$ cat src/sv/flk_pkg.sv
`timescale 1ns / 1ps
// ----------------------------------------------------------------------------
// flk_pkg
// Shared types and codes for the filter lock arbiter.
// ----------------------------------------------------------------------------
package flk_pkg;

  localparam int DefThreads = 8;
  localparam int MaxSlots   = 8;
  localparam logic [3:0] CountReset = 4'd8;

  typedef enum logic [1:0] {
    ActRequest = 2'd0,
    ActPoll    = 2'd1,
    ActRelease = 2'd2
  } action_e;

  typedef enum logic [2:0] {
    StsIdle     = 3'd0,
    StsWaiting  = 3'd1,
    StsAdvanced = 3'd2,
    StsGranted  = 3'd3,
    StsReleased = 3'd4,
    StsRejected = 3'd5
  } status_e;

  typedef enum logic {
    FsmIdle = 1'b0,
    FsmEval = 1'b1
  } fsm_e;

  typedef struct packed {
    logic [1:0] action;
    logic [2:0] thread;
  } in_t;

  typedef struct packed {
    logic [2:0] status;
    logic [2:0] thread_level;
  } out_t;

  typedef struct packed {
    logic load;
    logic eval;
  } cmd_t;

endpackage

$ cat src/sv/flk_ctrl.sv
`timescale 1ns / 1ps
// ----------------------------------------------------------------------------
// flk_ctrl
// Sequencer: latch an item, evaluate it in the next cycle.
// ----------------------------------------------------------------------------
module flk_ctrl (
  input  logic          clk_i,
  input  logic          rst_ni,
  input  logic          start,
  output logic          busy,
  output flk_pkg::cmd_t cmd_o
);

  flk_pkg::fsm_e state_q, state_d;

  always_ff @(posedge clk_i or negedge rst_ni) begin
    if (!rst_ni) begin
      state_q <= flk_pkg::FsmIdle;
    end else begin
      state_q <= state_d;
    end
  end

  always_comb begin
    state_d    = state_q;
    cmd_o.load = 1'b0;
    cmd_o.eval = 1'b0;
    busy       = 1'b0;
    unique case (state_q)
      flk_pkg::FsmIdle: begin
        if (start) begin
          cmd_o.load = 1'b1;
          state_d    = flk_pkg::FsmEval;
        end
      end
      flk_pkg::FsmEval: begin
        busy       = 1'b1;
        cmd_o.eval = 1'b1;
        state_d    = flk_pkg::FsmIdle;
      end
      default: state_d = flk_pkg::FsmIdle;
    endcase
  end

endmodule

$ cat src/sv/flk_datapath.sv
`timescale 1ns / 1ps
// ----------------------------------------------------------------------------
// flk_datapath
// Lock state (levels, victims, owner marks), level check and result register.
// ----------------------------------------------------------------------------
module flk_datapath #(
  parameter int THREADS = flk_pkg::DefThreads
) (
  input  logic          clk_i,
  input  logic          rst_ni,
  input  flk_pkg::cmd_t cmd_i,
  input  flk_pkg::in_t  item_i,
  input  logic          cfg_valid_i,
  input  logic [3:0]    cfg_data_i,
  output logic          result_strobe_o,
  output flk_pkg::out_t result_o
);

  localparam int Slots = (THREADS < flk_pkg::MaxSlots) ? THREADS : flk_pkg::MaxSlots;
  localparam int IdxW  = (Slots > 1) ? $clog2(Slots) : 1;
  localparam logic [3:0] CountCap = 4'(Slots);

  logic [3:0]      count_q;
  flk_pkg::in_t    item_q;
  logic [2:0]      level_q  [Slots];
  logic [2:0]      victim_q [Slots];
  logic [Slots-1:0] owner_q;
  flk_pkg::out_t   result_q, result_d;
  logic            strobe_q;

  logic [3:0]      n;
  logic            bad;
  logic [IdxW-1:0] t_idx;
  logic [2:0]      lvl;
  logic [2:0]      lvl_up;
  logic            others;
  logic            blocked;
  logic            wr_level, wr_victim, wr_owner, owner_val;
  logic [2:0]      level_val;
  logic [IdxW-1:0] victim_idx;

  always_comb begin
    if (count_q == 4'd0) begin
      n = 4'd1;
    end else if (count_q > CountCap) begin
      n = CountCap;
    end else begin
      n = count_q;
    end
    bad    = {1'b0, item_q.thread} >= n;
    t_idx  = item_q.thread[IdxW-1:0];
    lvl    = bad ? 3'd0 : level_q[t_idx];
    lvl_up = lvl + 3'd1;
    others = 1'b0;
    for (int k = 0; k < Slots; k++) begin
      if ((4'(k) < n) && (IdxW'(k) != t_idx) && (level_q[k] >= lvl)) begin
        others = 1'b1;
      end
    end
    blocked    = others && (victim_q[lvl[IdxW-1:0]] == item_q.thread);
    wr_level   = 1'b0;
    level_val  = 3'd0;
    wr_victim  = 1'b0;
    victim_idx = lvl_up[IdxW-1:0];
    wr_owner   = 1'b0;
    owner_val  = 1'b0;
    result_d.status       = flk_pkg::StsRejected;
    result_d.thread_level = lvl;
    if (!bad) begin
      case (item_q.action)
        flk_pkg::ActRequest: begin
          if (owner_q[t_idx] || lvl != 3'd0) begin
            result_d.status = flk_pkg::StsRejected;
          end else if (n == 4'd1) begin
            wr_owner              = 1'b1;
            owner_val             = 1'b1;
            result_d.status       = flk_pkg::StsGranted;
            result_d.thread_level = 3'd0;
          end else begin
            wr_level              = 1'b1;
            level_val             = 3'd1;
            wr_victim             = 1'b1;
            victim_idx            = IdxW'(1);
            result_d.status       = flk_pkg::StsWaiting;
            result_d.thread_level = 3'd1;
          end
        end
        flk_pkg::ActPoll: begin
          if (owner_q[t_idx]) begin
            result_d.status = flk_pkg::StsGranted;
          end else if (lvl == 3'd0) begin
            result_d.status = flk_pkg::StsIdle;
          end else if (blocked) begin
            result_d.status = flk_pkg::StsWaiting;
          end else if (({1'b0, lvl} + 4'd1) >= n) begin
            wr_owner        = 1'b1;
            owner_val       = 1'b1;
            result_d.status = flk_pkg::StsGranted;
          end else begin
            wr_level              = 1'b1;
            level_val             = lvl_up;
            wr_victim             = 1'b1;
            victim_idx            = lvl_up[IdxW-1:0];
            result_d.status       = flk_pkg::StsAdvanced;
            result_d.thread_level = lvl_up;
          end
        end
        flk_pkg::ActRelease: begin
          result_d.thread_level = 3'd0;
          if (owner_q[t_idx] || lvl != 3'd0) begin
            wr_owner        = 1'b1;
            owner_val       = 1'b0;
            wr_level        = 1'b1;
            level_val       = 3'd0;
            result_d.status = flk_pkg::StsReleased;
          end else begin
            result_d.status = flk_pkg::StsIdle;
          end
        end
        default: result_d.status = flk_pkg::StsRejected;
      endcase
    end else begin
      result_d.thread_level = 3'd0;
    end
  end

  always_ff @(posedge clk_i) begin
    if (cmd_i.load) begin
      item_q <= item_i;
    end
    if (cmd_i.eval) begin
      result_q <= result_d;
    end
  end

  always_ff @(posedge clk_i or negedge rst_ni) begin
    if (!rst_ni) begin
      count_q  <= flk_pkg::CountReset;
      strobe_q <= 1'b0;
      owner_q  <= '0;
      for (int k = 0; k < Slots; k++) begin
        level_q[k]  <= 3'd0;
        victim_q[k] <= 3'd0;
      end
    end else begin
      strobe_q <= cmd_i.eval;
      if (cfg_valid_i) begin
        count_q <= cfg_data_i;
      end
      if (cmd_i.eval) begin
        if (wr_level) begin
          level_q[t_idx] <= level_val;
        end
        if (wr_victim) begin
          victim_q[victim_idx] <= item_q.thread;
        end
        if (wr_owner) begin
          owner_q[t_idx] <= owner_val;
        end
      end
    end
  end

  assign result_strobe_o = strobe_q;
  assign result_o        = result_q;

endmodule

$ cat src/sv/filter_lock_arbiter_unit.sv
`timescale 1ns / 1ps
// ----------------------------------------------------------------------------
// filter_lock_arbiter_unit
// Filter lock (n-thread Peterson) arbiter: request, poll and release items.
// ----------------------------------------------------------------------------
// Start latches the item; evaluate then registers the result and its strobe.
// The latch-then-evaluate sequencer takes no new item while it evaluates one.
// busy is high during the evaluate cycle; the next start is taken with the strobe.
// Reset clears all levels, victims and owner marks and sets thread_count to 8.
// Results are strobed for one cycle; the receiver cannot stall.
module filter_lock_arbiter_unit #(
  parameter int THREADS = flk_pkg::DefThreads
) (
  input  logic          clk_i,
  input  logic          rst_ni,
  input  logic          start,
  output logic          busy,
  input  flk_pkg::in_t  item_i,
  output logic          result_strobe_o,
  output flk_pkg::out_t result_o,
  input  logic          cfg_valid_i,
  output logic          cfg_ready_o,
  input  logic [3:0]    cfg_data_i
);

  flk_pkg::cmd_t cmd;

  assign cfg_ready_o = 1'b1;

  flk_ctrl u_ctrl (
    .clk_i  (clk_i),
    .rst_ni (rst_ni),
    .start  (start),
    .busy   (busy),
    .cmd_o  (cmd)
  );

  flk_datapath #(
    .THREADS (THREADS)
  ) u_datapath (
    .clk_i           (clk_i),
    .rst_ni          (rst_ni),
    .cmd_i           (cmd),
    .item_i          (item_i),
    .cfg_valid_i     (cfg_valid_i),
    .cfg_data_i      (cfg_data_i),
    .result_strobe_o (result_strobe_o),
    .result_o        (result_o)
  );

  a_accept_busy : assert property (@(posedge clk_i) disable iff (!rst_ni)
    (start && !busy) |=> busy)
    else $error("accepted item did not enter evaluation");

  a_busy_strobe : assert property (@(posedge clk_i) disable iff (!rst_ni)
    busy |=> (result_strobe_o && !busy))
    else $error("evaluation produced no result strobe");

  a_strobe_src : assert property (@(posedge clk_i) disable iff (!rst_ni)
    result_strobe_o |-> $past(busy))
    else $error("result strobe without evaluation");

  a_status_ok : assert property (@(posedge clk_i) disable iff (!rst_ni)
    result_strobe_o |-> (result_o.status <= flk_pkg::StsRejected))
    else $error("status code out of range");

endmodule
$ cat config.mk
export PLATFORM = sky130hd
export DESIGN_NAME = filter_lock_arbiter_unit
export DESIGN_NICKNAME = d
export VERILOG_FILES = /design/src/sv/flk_pkg.sv /design/src/sv/flk_ctrl.sv /design/src/sv/flk_datapath.sv /design/src/sv/filter_lock_arbiter_unit.sv
export SDC_FILE = /design/constraint.sdc
export NUM_CORES = 1
export LEC_CHECK = 0
export BUFFER_PORTS_ARGS = -buffer_cell sky130_fd_sc_hd__buf_2
export CORE_MARGIN = 4
export CORE_UTILIZATION = 62
export DETAILED_ROUTE_END_ITERATION = 6
export PLACE_DENSITY_LB_ADDON = 0.15
export REMOVE_ABC_BUFFERS = 1
export SKIP_LAST_GASP = 1
export SYNTH_ARGS = -nofsm -noshare
export SYNTH_HDL_FRONTEND = slang
export SYNTH_SLANG_ARGS = --single-unit
$ cat constraint.sdc
create_clock -name clk_i -period 6.1 [get_ports clk_i]
set_input_delay 0.305 -clock clk_i [delete_from_list [all_inputs] [get_ports clk_i]]
set_output_delay 0.305 -clock clk_i [all_outputs]
set_load 0.02 [all_outputs]
# Word level (Yosys, flattened, before mapping)
# Index checks and enable logic that the tools add are counted.
# totals
register_bits	73
inputBits	13
elab_cells	175
output_inout_bits	9
# classes
n_mux	79
eq_ne	11
n_addsub	2
bitwise	4
reduce_logical	29
order_cmp	26
# op_table
operator	n
$mux W3	27
$bwmux W24	2
$mux W1	32
$ge A3 B3 Y1	8
$logic_and A1 B1 Y1	20
$bmux W3 S3	2
$demux W3 S3	2
$pmux W3 S3	2
$lt A3 B4 Y1 const A	4
$ge A4 B4 Y1 const B	3
$ne A3 B3 Y1 const A	4
$not A3 Y4	3
$bwmux W8	1
$lt A1 B4 Y1 const A	2
$lt A2 B4 Y1 const A	2
$lt A4 B1 Y1 const B	2
$mux W4	2
$ne A2 B3 Y1 const A	2
$pmux W1 S2	3
$pmux W1 S3	2
$pmux W3 S2	1
$reduce_and A2 Y1	3
$reduce_bool A3 Y1	2
$mux W5	1
19 further kinds	19

# Logic depth before layout (Yosys ltp)
# logic_depth
ltp_word	22
ltp_mapped	21
ltp_nobuf	18

# Hierarchy
# From an unflattened synthesis, not the netlist that was laid out.
# unflattened
cells_unflattened	449
area_unflattened_um2	4857.2
# modules_own_cells
mod	cells_each	seq_area_each_um2	instances	area_per_inst_um2
flk_datapath	443	1858.0	1	4792.1
flk_ctrl	4	25.0	1	53.8
filter_lock_arbiter_unit	2	0.0	1	11.3

# Least setup slack after synthesis
# OpenSTA, ideal clock, no wires.
# synth_path
kind	register -> register
startpoint	register u_datapath.count_q[3]
endpoint	register u_datapath.victim_q[13] in the netlist's numbering
setup_ns	0.125
path_slack_ns	1.243
arrival_ns	4.732
n_path_buf	1
period_less_slack_ns	4.857
stages_incl_launch_ff	20
required_time_ns	5.975
cell_sequence	dfstp_2 -> clkbuf_1 -> or3_1 -> o21ai_0 -> ha_1 -> nand2b_1 -> a211oi_1 -> o21ai_1 -> inv_1 -> ha_1 -> nand2b_1 -> a211oi_1 -> o211a_1 -> o32ai_1 -> o22ai_1 -> a21oi_1 -> mux2i_2 -> o21ai_2 -> or4_4 -> mux2_4
# synth_between
elab_chain_len	22
word_cells_on_any_way	79
classes_between	add/sub (2); order compare (21); eq/ne (2); mux (29); bitwise (2); reduce/logical (23)
# synth_lines
element	line	source
start, declared	flk_datapath.sv:23	logic [3:0] count_q;
start signal, assigned	flk_datapath.sv:138	count_q <= flk_pkg::CountReset;
start signal, assigned	flk_datapath.sv:148	count_q <= cfg_data_i;
$gt A4 B4 Y1	flk_datapath.sv:45	end else if (count_q > CountCap) begin
$mux W4	flk_datapath.sv:45	
$mux W4 (*)	flk_datapath.sv:43	if (count_q == 4'd0) begin
$ge A3 B4 Y1	flk_datapath.sv:50	bad = {1'b0, item_q.thread} >= n;
$mux W3	flk_datapath.sv:52	lvl = bad ? 3'd0 : level_q[t_idx];
$ge A3 B3 Y1	flk_datapath.sv:56	if ((4'(k) < n) && (IdxW'(k) != t_idx) && (level_q[k] >= lvl)) begin
$logic_and A1 B1 Y1	flk_datapath.sv:56	
$mux W1 (8 in series)	flk_datapath.sv:56	
$logic_and A1 B1 Y1	flk_datapath.sv:60	blocked = others && (victim_q[lvl[IdxW-1:0]] == item_q.thread);
$mux W1	flk_datapath.sv:93	end else if (blocked) begin
$mux W1	flk_datapath.sv:91	end else if (lvl == 3'd0) begin
$mux W1	flk_datapath.sv:89	if (owner_q[t_idx]) begin
$pmux W1 S2	flk_datapath.sv:70	case (item_q.action)
$mux W1	flk_datapath.sv:69	if (!bad) begin
$reduce_and A2 Y1 (no source line)	--	
end signal, assigned by index	flk_datapath.sv:155	victim_q[victim_idx] <= item_q.thread;
end, declared	flk_datapath.sv:26	logic [2:0] victim_q [Slots];
# Mark *: on every way between the ends. The rest lies on a longest branch, timed or not. The select of a mux whose other input is x is not followed.
# A chain may end at the register's enable or synchronous reset.

# Final worst setup path
# layout_path
startpoint	register u_datapath.item_q, in the netlist u_datapath.t_idx[0]
endpoint	register u_datapath.level_q[21] in the netlist's numbering
# layout_between
elab_chain_len	22
word_cells_on_any_way	82
classes_between	add/sub (2); order compare (12); eq/ne (8); mux (35); bitwise (2); reduce/logical (23)
# layout_lines
element	line	source
start, declared	flk_datapath.sv:24	flk_pkg::in_t item_q;
start signal, assigned	flk_datapath.sv:129	item_q <= item_i;
$not A3 Y4 (implied by the code)	flk_datapath.sv:52, flk_datapath.sv:152	
$bmux W3 S3	flk_datapath.sv:52	
$mux W3 (implied by the code) (2 in series)	flk_datapath.sv:52	
$mux W3	flk_datapath.sv:52	
$ge A3 B3 Y1	flk_datapath.sv:56	
$logic_and A1 B1 Y1	flk_datapath.sv:56	
$mux W1 (8 in series)	flk_datapath.sv:56	
$logic_and A1 B1 Y1	flk_datapath.sv:60	
$mux W1 or $mux W3 (tied branches)	flk_datapath.sv:93	
$mux W1 or $mux W3 (tied branches)	flk_datapath.sv:91	
$mux W1 or $mux W3 (tied branches)	flk_datapath.sv:89	
$pmux W1 S3 or $pmux W3 S2 (tied branches)	flk_datapath.sv:70	
$mux W1 or $mux W3 (tied branches)	flk_datapath.sv:69	
$reduce_and A2 Y1 (no source line) or $bwmux W24 (tied branches)	--	
end signal, assigned by index	flk_datapath.sv:152	level_q[t_idx] <= level_val;
end, declared	flk_datapath.sv:25	logic [2:0] level_q [Slots];
# Parallel ways exist; a longest one is shown, timed or not. The select of a mux whose other input is x is not followed.

==> out/qor.csv <==
stage,metric,value,unit
placed_design,dpl.hpwl,9572,um
yosys,async_flop_share,84.93,%
clocking,cts_setup_buffers,0,
power_and_ir_drop,p_seq_share,44.4,%
floorplan,core,0.007727,mm2
critical_path,cp-end-kind,flop,
global_routing,grt.total_usage,28.75,%
critical_path,cp.depth,17,
yosys,synth_area_leader_cell,dfrtp_1,
critical_path,cp_common_cell,buf_4,
timing,finalSetupTns,0,ps
critical_path,crit_path_start_kind,flop,
floorplan,fp-row-count,32,
clocking,clockBufferDepth,2,
timing,rsz0062_at_grt,no,
critical_path,crit_required,6340,ps
placed_design,port_buffers,20,
yosys,synthCells,483,
yosys,ys_seq_area_share,38.25,%
clocking,holdBufCountCts,0,
yosys,syn_area_per_cell,10.19,um2
cells_and_area,layout-drive-gt1-share,20.59,%
floorplan,fp.dieH,97.11,um
critical_path,cp.buffers_inverters,5,
cells_and_area,layout_common_cells,"dfrtp_1, inv_1, ha_1",
global_routing,grt_pass1_vias,3953,
route,remaining_drc_errors,0,
timing,min_period_over_period,96.22,%
timing,period_needed,5869,ps
floorplan,fp.dieW,97.11,um
cells_and_area,area.growth.synth_to_final,8.234,%
global_routing,grt_max_degree,63,
clocking,cts_num_sinks,73,
cells_and_area,nets,552,
critical_path,r2r_slack,230,ps
critical_path,critPathMaxStageDelay,690,ps
route,routed_wirelength,13080,um
critical_path,r2r_end,u_datapath.level_q[21],
cells_and_area,final_common_cell,dfrtp_1,
timing,whs,115.8,ps
clocking,numCtsBuffers,9,
yosys,yosysWarnings,0,
power_and_ir_drop,p_sw_share,31.27,%
power_and_ir_drop,p_int,844.2,uW
route,post_drt_via_cell_ratio,6.513,
global_routing,antenna_found_initial,0,
cells_and_area,diodes,0,
yosys,synth_top_area_share,31.00,%
power_and_ir_drop,vdd_drop_max,0.0002090,V
yosys,synth_area,0.004923,mm2
critical_path,critPathArrivalTime,6110,ps
yosys,synth-seq-cells,73,
placed_design,gp_congestion,0.9445,
yosys,synth_ff_type,dfrtp_1,
timing,slew_headroom,25.07,%
power_and_ir_drop,p_comb_share,21.5,%
clocking,h-tree-depth,3,
clocking,cts_tree,done,
critical_path,r2r-start,u_datapath.t_idx[0],
timing,finClkSkew,6.984,ps
floorplan,start_util,63.71,%
critical_path,cp-endpoint,u_datapath.level_q[21],
route,vias,3986,
critical_path,crit_type,flop to flop,
timing,setup_violations,0,
critical_path,crit_family,compound AO/OA/AOI/OAI gates,
power_and_ir_drop,clkPwrFrac,34.1,%
placed_design,dpl_worst_slack,459.9,ps
timing,fmax,170.4,MHz
global_routing,grt_pass1_wl,21530,um
floorplan,io_pins,22,
flow_run,max-cap-violations,0,
clocking,clk_pin_slew_worst_paths,80,ps
yosys,synth_edf_count,11,
timing,tightest_slew,1112,ps
clocking,clk_latency,350,ps
critical_path,worst-path-max-fanout,22,
yosys,synth.area.top_cells,"dfrtp_1, ha_1, edfxtp_1, mux2_2, mux2i_1",
clocking,cts_root_buf,clkbuf_8,
yosys,ys_types,62,
timing,fin_ws,230.8,ps
power_and_ir_drop,switching_power,384.1,uW
outcome,status,"complete, no violations",
critical_path,crit_slowest_cell,edfxtp_1,
hold_path,holdCritPathClass,input port to async pin,
route,dr.pass1.iters,5,
power_and_ir_drop,powerDensity,230.5,mW/mm2
critical_path,r2r.worst_path.cells,17,
power_and_ir_drop,power,1.228,mW
floorplan,die-area,0.009430,mm2
route,drtIter0Drc,406,
cells_and_area,utilization,68.96,%
critical_path,crit_path_start,u_datapath.t_idx[0],
route,wl_per_cell,21.38,um
timing,final-max-slew-violation-count,0,
timing,hold_violations,0,
power_and_ir_drop,p_leak,2.288,nW
clocking,cts-resized-gates,0,
global_routing,grt-ovfl-total,0,
route,ant_nets,0,
critical_path,path_cells,"buf_4, mux2_2, a22oi_2, nand3_1, nand2_1, inv_1, ha_1, xnor2_1, inv_1, ha_1, a21o_1, a21oi_1, buf_4, o21ai_2, buf_4, o31ai_1, mux2_2",
==> power by group through the flow <==
stage          Clock (mW)  Sequential [mW]  Combinational [mW]
6_report            0.419            0.545               0.264
4_1_cts             0.423            0.544               0.258
5_1_grt             0.448            0.548               0.290
3_5_place_dp            0            0.554               0.257
3_3_place_gp            0            0.553               0.255
2_1_floorplan           0            0.553               0.165
==> Yosys cell counts (all sizes together) (2+ instances only) <==
master   count
inv         35
and2         3
edfxtp      11
a22oi        3
ha          34
a31oi        2
or3         10
o31ai        7
buf         12
o211a        3
o31a         2
mux2i       21
nor2        21
nor3b        2
clkbuf      10
a21o         8
o22ai       12
or4          6
o211ai       7
nand2b      11
a211oi       4
and3         2
o32ai        3
nor4         2
a211o        2
o21ai       30
nand2       33
mux4         4
a21oi       23
nor3        15
nand3       18
nor2b        5
or2          2
mux2        39
dfrtp       61
o2111ai      4
nand4        6
==> cell families after synthesis <==
logic type,count (synthesis),share of synthesized area (%)
flops,73,38.25
buf+inv,57,5.336
compound gates,116,17.48
other cells,1,0.07617
mux,64,15.55
simple gates,137,14.49
fa+ha+maj,34,8.640
xor+xnor,1,0.1779
==> how the worst min path moves through the flow <==
stage	startpoint	endpoint	cells past startpoint	slack [ps]
floorplan	rst_ni	u_ctrl.state_q	0	9
global placement	u_datapath.owner_q[2]	u_datapath.owner_q[2]	2	480
detailed placement	item_i[3]	u_datapath.item_q[3]	1	480
CTS	item_i[3]	u_datapath.item_q[3]	1	120
global route	item_i[3]	u_datapath.item_q[3]	1	120
finish	rst_ni	u_datapath.level_q[22]	2	120
==> registers in the layout, indices dropped and copies added, names as in the netlist <==
name	count
u_datapath.victim_q	24
u_datapath.owner_q	8
u_ctrl.state_q	1
u_datapath.item_q	2
u_datapath.level_q	24
u_datapath.count_q	4
u_datapath.result_o	6
u_datapath.result_strobe_o	1
u_datapath.t_idx	3
==> cell type report <==
cell class	count	area (um2)
repair buffers	33	197.7
fillers	569	2399
clock inverters	5	80.08
inverters	35	131.4
clock buffers	11	131.4
well taps	102	127.6
flip-flops and latches	73	1883
multi-input cells	353	2778
==> through the flow <==
step / instances / cell area (um2)
2_1_floorplan: 461 / 4792
3_3_place_gp: 596 / 5117
3_5_place_dp: 596 / 5117
4_1_cts: 612 / 5329
5_1_grt: 612 / 5329
6_report: 612 / 5329
==> worst reg2reg max path: cells and delay by family, from the launching register on <==
family	cells	cell delay [ps]
buffers and inverters	5	1280
muxes	2	790
AOI/OAI and AO/OA	5	1350
and+or+nand+nor	2	610
DFF	1	690
adders and majority gates	2	620
xor gates and xnor gates	1	420
==> routing by layer <==
layer	wire length, um	vias to the layer above	global-route usage, %
met1	6001	1902	42.37
met2	5728	218	42.78
met4	213	0	8.423
met3	1141	23	6.174
li1	-	1843	-
met5	0	-	0
Power figures use the tool's default switching activity.
